## config.mk

```make
export PLATFORM = sky130hd
export DESIGN_NAME = battery_gauge_led_controller
export DESIGN_NICKNAME = d
export VERILOG_FILES = /design/src/bglc_pkg.sv /design/src/battery_gauge_led_controller.sv /design/src/bglc_eval.sv
export SDC_FILE = /design/constraint.sdc
export NUM_CORES = 1
export LEC_CHECK = 0
export BUFFER_PORTS_ARGS = -buffer_cell sky130_fd_sc_hd__buf_4
export CAP_MARGIN = 10
export CORE_ASPECT_RATIO = 0.8
export CORE_MARGIN = 5
export CORE_UTILIZATION = 40
export DETAILED_ROUTE_END_ITERATION = 8
export PLACE_DENSITY = 0.66
export RECOVER_POWER = 50
export SLEW_MARGIN = 30
export SYNTH_ARGS = -nofsm -noshare
export SYNTH_HDL_FRONTEND = slang
export SYNTH_SLANG_ARGS = --single-unit
```

## constraint.sdc

```tcl
create_clock -name i_clk -period 8.55 [get_ports i_clk]
set_input_delay 0 -clock i_clk [delete_from_list [all_inputs] [get_ports i_clk]]
set_output_delay 0 -clock i_clk [all_outputs]
set_load 0.005 [all_outputs]
```

## src/bglc_pkg.sv

```systemverilog
// Shared types, constants and arithmetic helpers of the battery gauge LED controller.
package bglc_pkg;

    localparam int LED_COUNT_DEF = 10;
    localparam int LED_FIELD_W   = 10;

    localparam logic [15:0] STEP_MS_RST   = 16'd100;
    localparam logic [15:0] HOLD_MS_RST   = 16'd3000;
    localparam logic [15:0] MANUAL_MS_RST = 16'd5000;

    localparam logic [9:0]  LOW_TENTHS    = 10'd100;
    localparam logic [9:0]  BLINK_TENTHS  = 10'd990;
    localparam logic [8:0]  CHG_HALF_MS   = 9'd250;
    localparam logic [10:0] LOW_HALF_MS   = 11'd1000;

    typedef enum logic [2:0] {
        MODE_NORMAL   = 3'd0,
        MODE_GAUGE    = 3'd1,
        MODE_LOW      = 3'd2,
        MODE_CHARGING = 3'd3,
        MODE_MANUAL   = 3'd4
    } t_mode;

    typedef enum logic [1:0] {
        CFG_STEP   = 2'd0,
        CFG_HOLD   = 2'd1,
        CFG_MANUAL = 2'd2
    } t_cfg_idx;

    typedef struct packed {
        logic [15:0] step_ms;
        logic [15:0] hold_ms;
        logic [15:0] manual_window_ms;
    } t_cfg;

    typedef struct packed {
        logic [3:0]  fill_index;
        logic [3:0]  fill_total;
        logic [31:0] step_stamp;
        t_mode       prev_mode;
    } t_gauge;

    // floor(t/100) for any 10-bit t: reciprocal 1311/2^17 is exact over this range
    function automatic logic [3:0] div100(input logic [9:0] t);
        logic [20:0] p;
        p = 21'(t) * 21'd1311;
        return p[20:17];
    endfunction

    // x mod 125, folding on 128 = 3 (mod 125)
    function automatic logic [6:0] mod125(input logic [29:0] x);
        logic [12:0] s;
        logic [7:0]  u;
        s = 13'(x[6:0]) + 13'(x[13:7]) * 13'd3 + 13'(x[20:14]) * 13'd9
          + 13'(x[27:21]) * 13'd27 + 13'(x[29:28]) * 13'd81;
        u = 8'(s[6:0]) + 8'(s[12:7]) * 8'd3;
        if (u >= 8'd125) u = u - 8'd125;
        if (u >= 8'd125) u = u - 8'd125;
        return u[6:0];
    endfunction

endpackage

```

## src/battery_gauge_led_controller.sv

```systemverilog
// Top level of the battery gauge LED controller: handshake, registers and state.
//
// Accepts one evaluation item per clock and returns one result item for each:
// the item is captured in an input register, the mode choice and LED update
// run in one combinational pass against the stored LED and gauge state, and
// the result lands in an output register while the state is updated on the
// same edge. Sustained rate is one item per cycle as long as the result side
// takes items; a stalled result holds the input register and the input side
// stalls only when both stages are full.
// Configuration writes take effect at the edge they are presented.
module battery_gauge_led_controller import bglc_pkg::*; #(
    parameter int LED_COUNT = LED_COUNT_DEF
) (
    input  logic                   i_clk,
    input  logic                   i_rst_n,
    input  logic                   i_cfg_we,
    input  logic [1:0]             i_cfg_index,
    input  logic [15:0]            i_cfg_data,
    input  logic                   i_in_valid,
    output logic                   o_in_stall,
    input  logic [31:0]            i_now_ms,
    input  logic [31:0]            i_manual_stamp_ms,
    input  logic                   i_show_request,
    input  logic                   i_charging,
    input  logic [9:0]             i_charge_tenths,
    input  logic [9:0]             i_manual_pattern,
    output logic                   o_out_valid,
    input  logic                   i_out_stall,
    output logic [LED_FIELD_W-1:0] o_led_pattern,
    output logic [2:0]             o_mode
);

    localparam int         WIDE_W  = (LED_COUNT > LED_FIELD_W) ? LED_COUNT : LED_FIELD_W;
    localparam logic [3:0] TOP_MAX = 4'(LED_COUNT - 1);

    t_cfg                   r_cfg;
    t_gauge                 r_gauge;
    t_gauge                 n_gauge;
    logic [LED_COUNT-1:0]   r_led;
    logic [LED_COUNT-1:0]   n_led;
    t_mode                  n_mode;

    logic                   r_s1_valid;
    logic [31:0]            r_s1_now_ms;
    logic [31:0]            r_s1_manual_stamp_ms;
    logic                   r_s1_show_request;
    logic                   r_s1_charging;
    logic [9:0]             r_s1_charge_tenths;
    logic [9:0]             r_s1_manual_pattern;

    logic                   r_out_valid;
    logic [LED_FIELD_W-1:0] r_out_led;
    t_mode                  r_out_mode;

    logic                   adv;
    logic                   in_take;
    logic [WIDE_W-1:0]      led_wide;

    assign adv        = r_s1_valid && (!r_out_valid || !i_out_stall);
    assign o_in_stall = r_s1_valid && !adv;
    assign in_take    = i_in_valid && !o_in_stall;
    assign led_wide   = WIDE_W'(n_led);

    assign o_out_valid   = r_out_valid;
    assign o_led_pattern = r_out_led;
    assign o_mode        = r_out_mode;

    bglc_eval #(
        .LED_COUNT(LED_COUNT)
    ) u_eval (
        .i_cfg             (r_cfg),
        .i_gauge           (r_gauge),
        .i_led             (r_led),
        .i_now_ms          (r_s1_now_ms),
        .i_manual_stamp_ms (r_s1_manual_stamp_ms),
        .i_show_request    (r_s1_show_request),
        .i_charging        (r_s1_charging),
        .i_charge_tenths   (r_s1_charge_tenths),
        .i_manual_pattern  (r_s1_manual_pattern),
        .o_gauge           (n_gauge),
        .o_led             (n_led),
        .o_mode            (n_mode)
    );

    always_ff @(posedge i_clk) begin
        if (!i_rst_n) begin
            r_cfg.step_ms          <= STEP_MS_RST;
            r_cfg.hold_ms          <= HOLD_MS_RST;
            r_cfg.manual_window_ms <= MANUAL_MS_RST;
        end else if (i_cfg_we) begin
            case (i_cfg_index)
                CFG_STEP:   r_cfg.step_ms          <= i_cfg_data;
                CFG_HOLD:   r_cfg.hold_ms          <= i_cfg_data;
                CFG_MANUAL: r_cfg.manual_window_ms <= i_cfg_data;
                default:    ;
            endcase
        end
    end

    always_ff @(posedge i_clk) begin
        if (!i_rst_n) begin
            r_s1_valid <= 1'b0;
        end else if (in_take) begin
            r_s1_valid <= 1'b1;
        end else if (adv) begin
            r_s1_valid <= 1'b0;
        end
    end

    always_ff @(posedge i_clk) begin
        if (in_take) begin
            r_s1_now_ms          <= i_now_ms;
            r_s1_manual_stamp_ms <= i_manual_stamp_ms;
            r_s1_show_request    <= i_show_request;
            r_s1_charging        <= i_charging;
            r_s1_charge_tenths   <= i_charge_tenths;
            r_s1_manual_pattern  <= i_manual_pattern;
        end
    end

    // state moves with the item into the result register
    always_ff @(posedge i_clk) begin
        if (!i_rst_n) begin
            r_led                <= '0;
            r_gauge.fill_index   <= 4'd0;
            r_gauge.fill_total   <= 4'd0;
            r_gauge.step_stamp   <= 32'd0;
            r_gauge.prev_mode    <= MODE_NORMAL;
            r_out_valid          <= 1'b0;
        end else begin
            if (adv) begin
                r_led   <= n_led;
                r_gauge <= n_gauge;
            end
            if (adv) begin
                r_out_valid <= 1'b1;
            end else if (!i_out_stall) begin
                r_out_valid <= 1'b0;
            end
        end
    end

    always_ff @(posedge i_clk) begin
        if (adv) begin
            r_out_led  <= led_wide[LED_FIELD_W-1:0];
            r_out_mode <= n_mode;
        end
    end

    a_stall_needs_item: assert property (@(posedge i_clk) disable iff (!i_rst_n)
        o_in_stall |-> r_s1_valid)
        else $error("input stalled with empty input register");

    a_adv_gives_result: assert property (@(posedge i_clk) disable iff (!i_rst_n)
        adv |=> o_out_valid)
        else $error("evaluated item did not reach the result register");

    a_low_only_led0: assert property (@(posedge i_clk) disable iff (!i_rst_n)
        (o_out_valid && o_mode == MODE_LOW) |-> (o_led_pattern[LED_FIELD_W-1:1] == '0))
        else $error("low battery result lights LEDs above LED0");

    a_fill_total_cap: assert property (@(posedge i_clk) disable iff (!i_rst_n)
        r_gauge.fill_total <= TOP_MAX)
        else $error("gauge fill total beyond last LED");

endmodule

```

## src/bglc_eval.sv

```systemverilog
// Mode choice and next LED / gauge state for one evaluation.
module bglc_eval import bglc_pkg::*; #(
    parameter int LED_COUNT = LED_COUNT_DEF
) (
    input  t_cfg                 i_cfg,
    input  t_gauge               i_gauge,
    input  logic [LED_COUNT-1:0] i_led,
    input  logic [31:0]          i_now_ms,
    input  logic [31:0]          i_manual_stamp_ms,
    input  logic                 i_show_request,
    input  logic                 i_charging,
    input  logic [9:0]           i_charge_tenths,
    input  logic [9:0]           i_manual_pattern,
    output t_gauge               o_gauge,
    output logic [LED_COUNT-1:0] o_led,
    output t_mode                o_mode
);

    localparam logic [3:0] TOP_MAX = 4'(LED_COUNT - 1);
    localparam int PAT_W = (LED_COUNT > LED_FIELD_W) ? LED_COUNT : LED_FIELD_W;

    logic [31:0]          manual_age;
    logic [31:0]          step_age;
    logic                 manual_on;
    logic [3:0]           top;
    logic [3:0]           top_m1;
    logic [8:0]           m500;
    logic [10:0]          m2000;
    logic                 chg_blink_on;
    logic                 low_on;
    logic [LED_COUNT-1:0] lit_mask;
    logic [LED_COUNT-1:0] top_hot;
    logic [LED_COUNT-1:0] top_m1_hot;
    logic [LED_COUNT-1:0] fill_hot;
    logic [PAT_W-1:0]     pat_wide;

    assign manual_age   = i_now_ms - i_manual_stamp_ms;
    assign step_age     = i_now_ms - i_gauge.step_stamp;
    assign manual_on    = manual_age < {16'd0, i_cfg.manual_window_ms};
    assign top          = div100(i_charge_tenths);
    assign top_m1       = top - 4'd1;
    // now mod 500 and now mod 2000 built from a mod-125 fold of the upper bits
    assign m500         = {mod125(i_now_ms[31:2]), i_now_ms[1:0]};
    assign m2000        = {mod125({2'b00, i_now_ms[31:4]}), i_now_ms[3:0]};
    assign chg_blink_on = m500 < CHG_HALF_MS;
    assign low_on       = m2000 < LOW_HALF_MS;
    assign pat_wide     = PAT_W'(i_manual_pattern);

    always_comb begin
        for (int i = 0; i < LED_COUNT; i++) begin
            lit_mask[i]   = 11'(i * 100) < {1'b0, i_charge_tenths};
            top_hot[i]    = top == 4'(i);
            top_m1_hot[i] = top_m1 == 4'(i);
            fill_hot[i]   = i_gauge.fill_index == 4'(i);
        end
    end

    always_comb begin
        o_mode = MODE_NORMAL;
        if (i_show_request || i_gauge.prev_mode == MODE_GAUGE) o_mode = MODE_GAUGE;
        if (i_charge_tenths < LOW_TENTHS) o_mode = MODE_LOW;
        if (i_charging) o_mode = MODE_CHARGING;
        if (manual_on) o_mode = MODE_MANUAL;

        o_gauge = i_gauge;
        o_led   = i_led;

        case (o_mode)
            MODE_GAUGE: begin
                o_gauge.prev_mode = MODE_GAUGE;
                if (i_gauge.prev_mode != MODE_GAUGE) begin
                    o_gauge.fill_index = 4'd0;
                    o_gauge.fill_total = (top > TOP_MAX) ? TOP_MAX : top;
                    o_gauge.step_stamp = i_now_ms;
                end else if (i_gauge.fill_index <= i_gauge.fill_total) begin
                    if (step_age > {16'd0, i_cfg.step_ms}) begin
                        o_led              = i_led | fill_hot;
                        o_gauge.fill_index = i_gauge.fill_index + 4'd1;
                        o_gauge.step_stamp = i_now_ms;
                    end
                end else if (step_age > {16'd0, i_cfg.hold_ms}) begin
                    // hold over: clear, mode still reports gauge for this item
                    o_led             = '0;
                    o_gauge.prev_mode = MODE_NORMAL;
                end
            end
            MODE_MANUAL: begin
                o_led             = pat_wide[LED_COUNT-1:0];
                o_gauge.prev_mode = MODE_MANUAL;
            end
            MODE_NORMAL: begin
                o_led             = '0;
                o_gauge.prev_mode = MODE_NORMAL;
            end
            MODE_CHARGING: begin
                o_led = i_led | lit_mask;
                if (i_charge_tenths != 10'd0 && i_charge_tenths < BLINK_TENTHS) begin
                    if (chg_blink_on) o_led = o_led | top_hot;
                    else              o_led = o_led & ~top_hot;
                end else if (top != 4'd0) begin
                    o_led = o_led | top_m1_hot;
                end
                o_gauge.prev_mode = MODE_CHARGING;
            end
            default: begin
                o_led             = '0;
                o_led[0]          = low_on;
                o_gauge.prev_mode = MODE_LOW;
            end
        endcase
    end

endmodule

```

Word-level counts from Yosys, hierarchy flattened
Index checks and enable logic that the tools add are counted.
- register bits after elaboration: 202
- input bits: 109
- logic and storage cells: 165
- output and inout bits: 15
- multiplexer cells: 31
- $mul: 10
- magnitude comparators: 23
- eq/ne operators: 35
- reduce and logical (&&, ||, !) cells: 25
- add/subtract/negate cells: 17
- bitwise operators: 6
- operator list (operator ; number):
    32-bit 2-to-1 mux ; 3
    10-bit 2-to-1 mux ; 7
    32-bit by 16-bit greater-than comparator with 1-bit output ; 2
    32-bit subtractor ; 2
    4-bit by 3-bit == test with 1-bit output (second input constant) ; 12
    10-bit < comparator (first input constant) ; 4
    10-bit bitwise OR ; 4
    10-bit case mux with 4 select lines ; 1
    8-bit by 7-bit greater-or-equal comparator with 1-bit output (second input constant) ; 4
    32-bit by 16-bit < comparator with 1-bit output ; 1
    9-bit by 10-bit < comparator with 1-bit output (first input constant) ; 3
    13-bit by 11-bit adder with 13-bit output ; 2
    13-bit by 12-bit adder with 13-bit output ; 2
    4-bit by 2-bit == test with 1-bit output (second input constant) ; 6
    4-bit == test (second input constant) ; 6
    7-bit by 5-bit multiplier with 12-bit output (second input constant) ; 2
    7-bit by 4-bit multiplier with 11-bit output (second input constant) ; 2
    10-bit by 11-bit multiplier with 21-bit output (second input constant) ; 1
    7-bit by 9-bit adder with 10-bit output ; 2
    7-bit by 2-bit multiplier with 9-bit output (second input constant) ; 2
    7-bit by 8-bit adder with 8-bit output ; 2
    6-bit by 2-bit multiplier with 8-bit output (second input constant) ; 2
    4-bit 2-to-1 mux ; 4
    8-bit 2-to-1 mux ; 2
    42 further kinds ; 69

Depth between registers and ports, before layout
- depth after elaboration: 15
- depth in mapped cells: 38
- depth with buffers taken out: 38

Hierarchy
Synthesis repeated with hierarchy kept, for this count alone.
- cells, all modules: 2350
- area total of the unflattened synthesis: 21267.9 µm²
- modules (own cells, without submodules) (module ; cells each ; instances ; sequential area each (µm²) ; area each (µm²)):
    bglc_eval ; 1822 ; 1 ; 0.0 ; 14202.4
    battery_gauge_led_controller ; 528 ; 1 ; 5034.8 ; 7065.5

Least setup slack after synthesis
No wires, ideal clock.
- path type: flip-flop to flip-flop
- from: register r_s1_now_ms[9]
- to: register r_out_led[0] (netlist: o_led_pattern[0]) (data pin)
- arrival time: 8.617 ns
- stages on the path, launching flop included: 38
- buffers on the path: 0
- setup slack: -0.331 ns
- required time: 8.286 ns
- cells stage by stage: edfxtp_1 fa_1 ha_1 fa_1 a21o_1 a21oi_1 xnor2_1 ha_1 fa_1 inv_1 fa_1 fa_1 inv_1 ha_1 inv_1 nor2_1 nor2_1 nor2b_1 [... 2 more ...] o21a_1 nor2_1 o21bai_1 a21oi_1 xor2_1 fa_1 inv_1 ha_1 or4b_1 o2111ai_1 a41oi_1 xnor2_1 o221ai_1 a211o_1 a21oi_1 a21oi_1 o31ai_2 nand3b_1
- cells in the longest elaborated chain, start to end: 15
- elaborated cells between the ends (all ways): 43
- those cells by class: 15 x add/sub; 3 x mul; 9 x order compare; 3 x eq/ne; 12 x mux; 1 x reduce/logical
- ends and longest elaborated chain (what ; RTL line ; text):
    from (decl) ; battery_gauge_led_controller.sv:44 ; logic [31:0] r_s1_now_ms;
    from (signal assigned) ; battery_gauge_led_controller.sv:112 ; r_s1_now_ms <= i_now_ms;
    7-bit by 2-bit multiplier with 9-bit output ; bglc_pkg.sv:54 ; s = 13'(x[6:0]) + 13'(x[13:7]) * 13'd3 + 13'(x[20:14]) * 13'd9
    7-bit by 9-bit adder with 10-bit output ; bglc_pkg.sv:54 ;
    13-bit by 11-bit adder with 13-bit output ; bglc_pkg.sv:54 ;
    13-bit by 12-bit adder with 13-bit output ; bglc_pkg.sv:55 ; + 13'(x[27:21]) * 13'd27 + 13'(x[29:28]) * 13'd81;
    13-bit by 9-bit adder with 13-bit output ; bglc_pkg.sv:55 ;
    6-bit by 2-bit multiplier with 8-bit output ; bglc_pkg.sv:56 ; u = 8'(s[6:0]) + 8'(s[12:7]) * 8'd3;
    7-bit by 8-bit adder with 8-bit output ; bglc_pkg.sv:56 ;
    8-bit by 7-bit subtractor with 8-bit output or 8-bit by 7-bit greater-or-equal comparator with 1-bit output (tied branches) ; bglc_pkg.sv:57 ; if (u >= 8'd125) u = u - 8'd125;
    8-bit 2-to-1 mux ; bglc_pkg.sv:57 ;
    7-bit subtractor or 8-bit by 7-bit greater-or-equal comparator with 1-bit output (tied branches) ; bglc_pkg.sv:58 ; if (u >= 8'd125) u = u - 8'd125;
    7-bit 2-to-1 mux ; bglc_pkg.sv:58 ;
    9-bit by 8-bit < comparator with 1-bit output ; bglc_eval.sv:45 ; assign chg_blink_on = m500 < CHG_HALF_MS;
    10-bit 2-to-1 mux ; bglc_eval.sv:98 ; if (chg_blink_on) o_led = o_led | top_hot;
    10-bit 2-to-1 mux ; bglc_eval.sv:97 ; if (i_charge_tenths != 10'd0 && i_charge_tenths < BLINK_TENTHS) begin
    10-bit case mux with 4 select lines * ; bglc_eval.sv:68 ; case (o_mode)
    via led_wide[0] ; battery_gauge_led_controller.sv:57 ; logic [WIDE_W-1:0] led_wide;
    to (signal assigned) ; battery_gauge_led_controller.sv:145 ; r_out_led <= led_wide[LED_FIELD_W-1:0];
    to (decl) ; battery_gauge_led_controller.sv:52 ; logic [LED_FIELD_W-1:0] r_out_led;
The timed path passes the listed nets; every way through them passes the cells marked *.
A chain may end at the register's enable or synchronous reset.

Worst setup path in the final report
- from: register r_s1_now_ms[3]
- to: register r_out_led[8] (netlist: o_led_pattern[8]) (data pin)
- cells in the longest elaborated chain, start to end: 14
- elaborated cells between the ends (all ways): 30
- those cells by class: 9 x add/sub; 1 x mul; 6 x order compare; 3 x eq/ne; 10 x mux; 1 x reduce/logical
- ends and longest elaborated chain (what ; RTL line):
    7-bit by 9-bit adder with 10-bit output ; bglc_pkg.sv:54
    13-bit by 11-bit adder with 13-bit output ; bglc_pkg.sv:54
    13-bit by 12-bit adder with 13-bit output ; bglc_pkg.sv:55
    13-bit by 9-bit adder with 13-bit output ; bglc_pkg.sv:55
    6-bit by 2-bit multiplier with 8-bit output ; bglc_pkg.sv:56
    7-bit by 8-bit adder with 8-bit output ; bglc_pkg.sv:56
    8-bit by 7-bit subtractor with 8-bit output or 8-bit by 7-bit greater-or-equal comparator with 1-bit output (tied branches) ; bglc_pkg.sv:57
    8-bit 2-to-1 mux ; bglc_pkg.sv:57
    7-bit subtractor or 8-bit by 7-bit greater-or-equal comparator with 1-bit output (tied branches) ; bglc_pkg.sv:58
    7-bit 2-to-1 mux ; bglc_pkg.sv:58
    9-bit by 8-bit < comparator with 1-bit output ; bglc_eval.sv:45
    10-bit 2-to-1 mux ; bglc_eval.sv:98
    10-bit 2-to-1 mux ; bglc_eval.sv:97
    10-bit case mux with 4 select lines * ; bglc_eval.sv:68
    via led_wide[8] ; battery_gauge_led_controller.sv:57
Marks and branches as above.

==> summary.md <==
| Metric | Value |
|---|---|
| Chip height | `about 220 um` |
| Longest Clk Path Bufs | `3` |
| Vias in the first global route | `around 20000` |
| Die width | `268 um` |
| Worst Path Max Fanout | `4` |
| Simple-Gate Fraction of Synth Area | `approximately 15%` |
| Via density | `5.73` |
| Clk Latency, worst-skew pair | `0.56 ns` |
| Final HPWL DP | `~52000 um` |
| DRC viols | `0` |
| Nets@finish | `between 3000 and 4000` |
| Clock sinks | `about 200` |
| Main combinational cell family by area after synthesis | `adder cells` |
| RSZ-0062 raised after global routing | `yes` |
| Leading cell types in the layout, fill and taps excluded | `inv_1 (305), ha_1 (299), nand2_1 (209)` |
| Worst path max stage delay | `approximately 0.58 ns` |
| Worst Setup End Kind | `flip-flop` |
| Via count | `~20000` |
| Max_slew headroom | `-20.1%` |
| Worst EP required | `~8.8 ns` |
| FF/Latch Area | `0.00503 mm2` |
| Multiplexer share of the synthesized area | `less than 1%` |
| Warnings from Yosys | `0` |
| CP bufs+invs | `7` |
| Antenna Nets Post-Route | `0` |
| Violated checks | `capacitance limit, slew limit, setup timing` |
| Max-slew violations | `17` |
| Syn_nets | `a little under 3000` |
| Synth area leader | `ha_1` |
| Primary FF master, synth | `dfxtp_1` |
| CTS tree | `done` |
| Hold WS | `0.190 ns` |
| IO Port Bufs | `between 100 and 150` |
| Fill cells | `about 4700` |
| Final GP Congestion | `around 0.94` |
| Crit-path most repeated cell | `fa_1` |
| #FFs+latches synth | `roughly 200` |
| Area growth, synth to finish | `24.7%` |
| Total CTS buffers | `25` |
| Top-area cell type share of the netlist area | `between 10% and 20%` |
| 1st-iter DRT viols | `roughly 1900` |
| Max frequency | `approximately 0.11 GHz` |
| Xor/xnor cell area share of the yosys netlist | `around 3.3%` |
| Mapped Cells | `approximately 2400` |
| Sequential fraction of the synthesis area | `23.7%` |
| Worst slew pin tran | `approximately 1.8 ns` |
| Starting Density | `approximately two fifths` |
| Io pins | `around 120` |
| Setup ws final | `-0.178 ns` |
| Ranking of synthesized cells by area | `ha_1 (18%), edfxtp_1 (14%), fa_1 (10%), dfxtp_1 (9.7%), inv_1 (5.5%)` |
| Post-Syn Area per Cell | `between 8 and 9 um2` |
| CP Launch Type | `flip-flop` |
| H-tree depth | `1` |
| Synth Area in Adders | `between 20% and 30%` |
| Gr usage total | `about 23%` |
| Area of the multi-input gates | `0.0154 mm2` |
| Pre-CTS setup slack | `-0.553 ns` |
| Mapped Area | `between 0.02 and 0.025 mm2` |
| Worst-path clk slew | `0.06 ns` |
| Period minus WS final | `between 8 and 9 ns` |
| Max-Cap Viols | `1` |
| Max stage delay cell, worst path | `fa_2` |
| Clock skew | `around 0.034 ns` |
| Initial antenna violation count | `4` |
| # setup viols final | `16` |
| Critical path class | `reg2reg` |
| Most common cell after layout, fill and taps aside | `inv_1` |
| Fraction of registers with async set or reset after synthesis | `0%` |
| Outcome | `finished, violations left` |
| Cell Rows | `75` |
| Cell family with most CP delay | `adder cells` |
| Final wirelength | `around 68000 um` |
| Fin. Hold Viols | `0` |
| Largest net degree at the start of global routing | `84` |
| Synth cell types | `87` |
| Share of cells above drive strength 1 | `between 10% and 20%` |
| Drt wl/cell | `19.5 um` |
| Clk root buf | `clkbuf_16` |
| Core ar. | `between 0.05 and 0.06 mm2` |
| Hold crit path type | `in2reg` |
| Full die area | `between 0.05 and 0.06 mm2` |
| Post-synth EDFFs | `99` |
| Synth Area in Compound Gates | `21.2%` |
| Fin crit share | `102%` |
| GRT Residual Overflow | `0` |
| Arrival time at the worst endpoint | `9.01 ns` |
| First-pass GRT wire length | `approximately 110000 um` |
| Drt first pass iters | `5` |
## final cells by class
| cell class | count | area share [%] |
|---|---|---|
| sequential | 202 | 19.0 |
| tap | 693 | 3.27 |
| clock inverter | 16 | 0.462 |
| timing repair buffer | 405 | 12.4 |
| clock buffer | 29 | 2.45 |
| antenna | 3 | 0.0283 |
| multi-input combinational | 1846 | 57.9 |
| inverter | 312 | 4.43 |
## metrics by stage
stage                     TNS, ns  instance area, um2  cells  util (%)
after floorplan                 0               21300   2438         -
after global placement      -4.75               23800   3319      45.4
after detailed placement    -8.90               23900   3320      45.4
after CTS                   -1.48               26200   3494      49.9
after global routing        -9.19               26500   3506      50.5
final                       -1.58               26500   3506      50.5
## Yosys cell counts (all sizes together) (41+ instances only)
master,number
a21o,41
a21oi,226
clkbuf,52
dfxtp,103
edfxtp,99
fa,108
ha,314
inv,311
nand2,211
nand3,44
nand4,63
nor2,118
o211ai,49
o21ai,118
o31ai,42
xnor2,56
## routing by layer
metal | global-route usage, % | routed length, um | vias to the layer above
met5 | 0 | 0 | -
met2 | 35.0 | 29900 | 726
met1 | 33.6 | 31300 | 9765
met4 | 5.23 | 1770 | 0
li1 | - | - | 9485
met3 | 3.87 | 5490 | 105
## kinds of logic after synthesis
family          after synthesis
compound gates              687
xor+xnor                     81
fa+ha+maj                   422
buf+inv                     390
flops                       202
mux                          17
simple gates                639
## worst paths after layout
kind / endpoint / slack [ns] / cells past startpoint / startpoint
worst min-delay path: r_s1_manual_stamp_ms[28]$_DFFE_PP_ / 0.19 / 2 / i_manual_stamp_ms[28]
worst max register to register: o_led_pattern[8]$_DFFE_PP_ / -0.18 / 39 / r_s1_now_ms[3]$_DFFE_PP_
worst max-delay path: o_led_pattern[8]$_DFFE_PP_ / -0.18 / 39 / r_s1_now_ms[3]$_DFFE_PP_
worst min register to register: r_cfg[45]$_SDFFE_PN0P_ / 0.45 / 2 / r_cfg[45]$_SDFFE_PN0P_
## what timing repair did
| action | 4_1_cts | 5_1_grt |
|---|---|---|
| gates cloned | 0 | 0 |
| hold buffers | 115 | 0 |
| hold endpoints to repair | 158 | 0 |
| resized for setup | 64 | 64 |
| pin swaps | 57 | 65 |
| setup buffers | 14 | 9 |
| endpoints found under the setup margin | 20 | 20 |
## flip-flops by register name, indices dropped and copies added (netlist names)
signal / flops
r_cfg: 48
r_gauge: 43
r_s1_manual_stamp_ms: 32
r_s1_now_ms: 32
o_led_pattern: 10
r_led: 10
r_s1_charge_tenths: 10
r_s1_manual_pattern: 10
o_mode: 3
o_out_valid: 1
r_s1_charging: 1
r_s1_show_request: 1
r_s1_valid: 1
Power is not shown: default switching activity piles up to over one toggle a cycle in this logic, so the estimate is an artifact.
